File: src/rtl/atan2_rational_approx_unit_assert.svh
// Assertion macros for the atan2 unit. The property body sees clk and rst_n.
`ifndef ATAN2_RATIONAL_APPROX_UNIT_ASSERT_SVH
`define ATAN2_RATIONAL_APPROX_UNIT_ASSERT_SVH

`ifndef SYNTHESIS
`define ATAN2RA_ASSERT(lbl, prop, msg) \
  lbl: assert property (@(posedge clk) disable iff (!rst_n) prop) else $error(msg);
`define ATAN2RA_ASSERT_RST(lbl, prop, msg) \
  lbl: assert property (@(posedge clk) prop) else $error(msg);
`else
`define ATAN2RA_ASSERT(lbl, prop, msg)
`define ATAN2RA_ASSERT_RST(lbl, prop, msg)
`endif

`endif

File: src/rtl/atan2ra_div.sv
`default_nettype none
`include "atan2_rational_approx_unit_assert.svh"
// Restoring divider, one quotient bit per pipeline stage, MSB first.
module atan2ra_div #(
  parameter int DW = 48,
  parameter int VW = 32,
  parameter int QW = 17,
  parameter int SW = 4
) (
  input  wire logic          clk,
  input  wire logic          rst_n,
  input  wire logic          ce,
  input  wire logic          in_valid,
  input  wire logic [DW-1:0] in_dividend,
  input  wire logic [VW-1:0] in_divisor,
  input  wire logic [SW-1:0] in_side,
  output logic               out_valid,
  output logic [QW-1:0]      out_quotient,
  output logic [SW-1:0]      out_side
);

  logic [DW-1:0] rem_r  [QW];
  logic [VW-1:0] dvs_r  [QW];
  logic [QW-1:0] quo_r  [QW];
  logic [SW-1:0] side_r [QW];
  logic [QW-1:0] vld_r;

  for (genvar k = 0; k < QW; k++) begin : g_stage
    localparam int B = QW - 1 - k;
    logic [DW-1:0] rem_in;
    logic [VW-1:0] dvs_in;
    logic [QW-1:0] quo_in;
    logic [SW-1:0] side_in;
    logic          vld_in;
    logic [DW-1:0] sub;
    logic [DW:0]   diff;
    logic [QW-1:0] quo_nxt;
    logic [DW-1:0] rem_nxt;

    if (k == 0) begin : g_first
      assign rem_in  = in_dividend;
      assign dvs_in  = in_divisor;
      assign quo_in  = '0;
      assign side_in = in_side;
      assign vld_in  = in_valid;
    end else begin : g_next
      assign rem_in  = rem_r[k-1];
      assign dvs_in  = dvs_r[k-1];
      assign quo_in  = quo_r[k-1];
      assign side_in = side_r[k-1];
      assign vld_in  = vld_r[k-1];
    end

    always_comb begin
      sub        = DW'(dvs_in) << B;
      diff       = {1'b0, rem_in} - {1'b0, sub};
      quo_nxt    = quo_in;
      quo_nxt[B] = ~diff[DW];
      rem_nxt    = diff[DW] ? rem_in : diff[DW-1:0];
    end

    always_ff @(posedge clk) begin
      if (!rst_n) begin
        vld_r[k] <= 1'b0;
      end else if (ce) begin
        vld_r[k] <= vld_in;
      end
    end

    always_ff @(posedge clk) begin
      if (ce) begin
        rem_r[k]  <= rem_nxt;
        dvs_r[k]  <= dvs_in;
        quo_r[k]  <= quo_nxt;
        side_r[k] <= side_in;
      end
    end
  end

  assign out_valid    = vld_r[QW-1];
  assign out_quotient = quo_r[QW-1];
  assign out_side     = side_r[QW-1];

  `ATAN2RA_ASSERT(a_rem_below_divisor, out_valid && (dvs_r[QW-1] != '0) |-> rem_r[QW-1] < DW'(dvs_r[QW-1]), "divider remainder not below divisor")
  `ATAN2RA_ASSERT(a_stall_holds, !ce && out_valid |=> out_valid && $stable(out_quotient) && $stable(out_side), "divider output moved during stall")
  `ATAN2RA_ASSERT_RST(a_reset_clears, !rst_n |=> !out_valid, "divider valid survived reset")

endmodule
`default_nettype wire

File: config.mk
export PLATFORM = sky130hd
export DESIGN_NAME = atan2ra_div
export DESIGN_NICKNAME = d
export VERILOG_FILES = /design/src/rtl/atan2ra_div.sv
export VERILOG_INCLUDE_DIRS = /design/src /design/src/rtl
export SDC_FILE = /design/constraint.sdc
export NUM_CORES = 2
export LEC_CHECK = 0
export BUFFER_PORTS_ARGS = -buffer_cell sky130_fd_sc_hd__buf_2
export CAP_MARGIN = 15
export CORE_AREA = 2 2 381 383
export DETAILED_ROUTE_END_ITERATION = 7
export DIE_AREA = 0 0 383 385
export GPL_TIMING_DRIVEN = 0
export PLACE_DENSITY = 0.75
export SYNTH_ARGS = -nofsm -noshare
export SYNTH_HDL_FRONTEND = slang
export SYNTH_SLANG_ARGS = --single-unit
File: constraint.sdc
create_clock -name clk -period 4.2 [get_ports clk]
set_clock_uncertainty 0.05 [all_clocks]
set_input_delay 0.84 -clock clk [delete_from_list [all_inputs] [get_ports clk]]
set_output_delay 0.84 -clock clk [all_outputs]
set_load 0.02 [all_outputs]
==> results.ini <==
[hold_path]
min_path_type = in -> reg

[synth]
synthTopCellsByCount = 1,501 x edfxtp_1, 674 x a21oi_1, 672 x inv_1, 583 x nand2_1, 543 x ha_1
synthMuxAreaShare_pct = 1.542
yosys_warnings = 0
synthCells = 7427
synth_compound_area_share_pct = 15.28
ys_types = 88
synthXorXnorAreaFrac_pct = 5.692
synth_seq_area_share_pct = 54.86
yosys.area.top_type_share_pct = 54.45
ys_seq_elements = 1518
synth-adder-area-share_pct = 8.594
synthSimpleGateAreaFrac_pct = 9.924
synth_top_family_by_area = compound AO/OA/AOI/OAI gates
netlist_area_mm2 = 0.08278
synth_flop_cell = edfxtp_1
post-synth-top-area-cell = edfxtp_1
ys_top_cells_by_area = edfxtp_1 54%, ha_1 8.2%, a21oi_1 4.1%
async_flop_share_pct = 0
synth_enable_flop_cells = 1501
yosysMostFrequentCell = edfxtp_1
syn_area_per_cell_um2 = 11.15
syn_nets = 8074

[clocking]
root_buffer = clkbuf_16
cts_hold_buffers = 0
cts.htree.levels = 4
cts_tree = yes
clockBufferDepth = 3
numCtsBuffers = 164
cts.clk_slew.worst_paths_ps = 60
cts.sinks = 1518
insertion_delay_ps = 810

[floorplan]
num_rows = 139
io_pins = 110
die_x_um = 383
dieHeight_um = 385
start_util_pct = 57.83
dieArea_mm2 = 0.1475
coreArea_mm2 = 0.1431

[worst_setup_path]
critical_path_class = reg -> reg
worstSetupStartpointType = flip-flop
cp_num_buf_inv = 1
critPathSlowestCell = o21ai_0
cp_data_required_time_ps = 4690
critPathArrivalTime_ps = 4650
path_delay_family = compound AO/OA/AOI/OAI gates
cpPeakStageDelay_ps = 510
cp_cell_sequence = inv_1 -> ha_1 -> fa_1 -> nor2b_1 -> o31a_1 -> o21ai_0 -> o21ai_1 -> a21oi_1 -> o211ai_1 -> a21oi_1 -> o21ai_1 -> o221ai_1 -> mux2_2
crit_fanout = 4
cp-end-kind = flip-flop

[timing]
max_slew_margin_pct = 19.06
worst-slew-pin-transition_ps = 1204
maxSlewViolCount = 0
fin_hold_ws_ps = 160.9
finalCritPeriodShare_pct = 99.12
min_period_ps = 4163
setup_viol = 0
setup_ws_ps = 37.09
finalSetupTns_ps = 0
timing.fmax_mhz = 240.2
hold_violations = 0

[pwr]
total_power_w = 0.06372
power.density_mw_per_mm2 = 688.5
leakagePower_nw = 36.89
peakVddDrop_uv = 348.0

[run_status]
outcome = completed

[final_layout]
nets = 8388
area_growth_syn_to_layout_pct = 11.80
drive_gt1_share_pct = 8.829
fin_util_pct = 64.66
nFillCells = 10736

[placement]
port_buffers = 109
pre_cts_slack_ps = -1962
place.gp.congestion = 0.9729
dp_hpwl_mm = 140.5

[job]
drv_cap = 0

[route]
vias = 56671
dr.pass1.iters = 6
ant_nets = 0
wirelength_mm = 186.2
drc = 0
viasPerCell = 5.791
drtIter0Drc = 3142
wl_per_cell_um = 19.03

[global_routing]
grt_pass1_wl_mm = 292.3
grt_pass1_vias = 58481
overflow = 0
track_usage_pct = 25.15
grt_max_degree = 168
antenna_found_initial = 2

-- worst reg2reg max path, stage by stage (launching register included) --
cell and delay, ps:
edfxtp_1 400, inv_1 80, ha_1 180, fa_1 220
nor2b_1 70, o31a_1 270, o21ai_0 510, o21ai_1 280
a21oi_1 480, o211ai_1 230, a21oi_1 320, o21ai_1 220
o221ai_1 240, mux2_2 360
-- per-layer routing --
layer / up-vias / routed length, um / track usage, %
li1: 27882 / - / -
met1: 26771 / 61350 / 21.84
met2: 1382 / 106000 / 51.60
met3: 636 / 5387 / 3.208
met4: 0 / 13550 / 17.86
met5: - / 0 / 0
-- where the power goes --
| part | switching, W | leakage, nW | internal [W] |
|---|---|---|---|
| sequential | 0.00187 | 14.7 | 0.0215 |
| clock | 0.00596 | 2.60 | 0.00828 |
| combinational | 0.0153 | 19.6 | 0.0108 |
-- sequential cells by signal (all words and copies together), names as in the netlist --
| name | count |
|---|---|
| quo_r | 153 |
| out_valid | 1 |
| side_r | 68 |
| rem_r | 768 |
| g_stage.vld_in | 16 |
| dvs_r | 512 |
-- final timing paths --
path,startpoint,cells after the start,end,slack (ps)
hold reg to reg,quo_r[0][97],0,quo_r[0][114],360
setup reg to reg,rem_r[0][15],13,rem_r[0][95],40
setup / recovery,rem_r[0][15],13,rem_r[0][95],40
hold / removal,in_dividend[2],1,rem_r[0][2],160
-- stage by stage --
stage,std cells,area [um2]
3_3_place_gp,9439,85710
4_1_cts,9767,92180
3_5_place_dp,9455,86060
5_1_grt,9786,92550
2_1_floorplan,7427,82780
6_report,9786,92550
-- layout by cell type (no fill, tap or decap), types with 174 or more instances in the layout --
cell type | Yosys | final
o21ai_0 | 528 | 505
a21o_1 | 281 | 281
nand2_1 | 583 | 583
clkbuf_1 | 192 | 174
inv_1 | 672 | 668
a21oi_1 | 674 | 664
xor2_1 | 238 | 238
ha_1 | 543 | 543
nor2_1 | 468 | 466
xnor2_1 | 300 | 300
edfxtp_1 | 1501 | 1501
-- repair_timing --
| action | CTS | global route |
|---|---|---|
| resized for setup | 165 | 72 |
| setup buffers | 13 | 8 |
| hold endpoints to repair | 0 | 0 |
| pin swaps | 7 | 14 |
| gates cloned | 3 | 1 |
| setup endpoints to repair | 911 | 512 |
-- logic make-up (layout without fill, tap and decap cells) --
group / after synthesis / count (layout)
AOI/OAI and AO/OA: 2057 / 2057
xor gates and xnor gates: 538 / 538
adders and majority gates: 559 / 559
buffers and inverters: 891 / 1336
DFF: 1518 / 1518
muxes: 113 / 113
other: 0 / 11
and+or+nand+nor: 1751 / 1751
-- layout make-up --
class	count	area (um2)	share of cell area (%)
sequential	1518	45410	49.07
multi-input combinational	5018	34620	37.41
clock buffer	193	4287	4.632
inverter	673	2534	2.738
tap	1903	2381	2.573
timing repair buffer	150	1211	1.309
clock inverter	104	1086	1.173
buffer	216	985.9	1.065
antenna	11	27.53	0.02974
No activity file was read; power rests on OpenSTA's default activity.
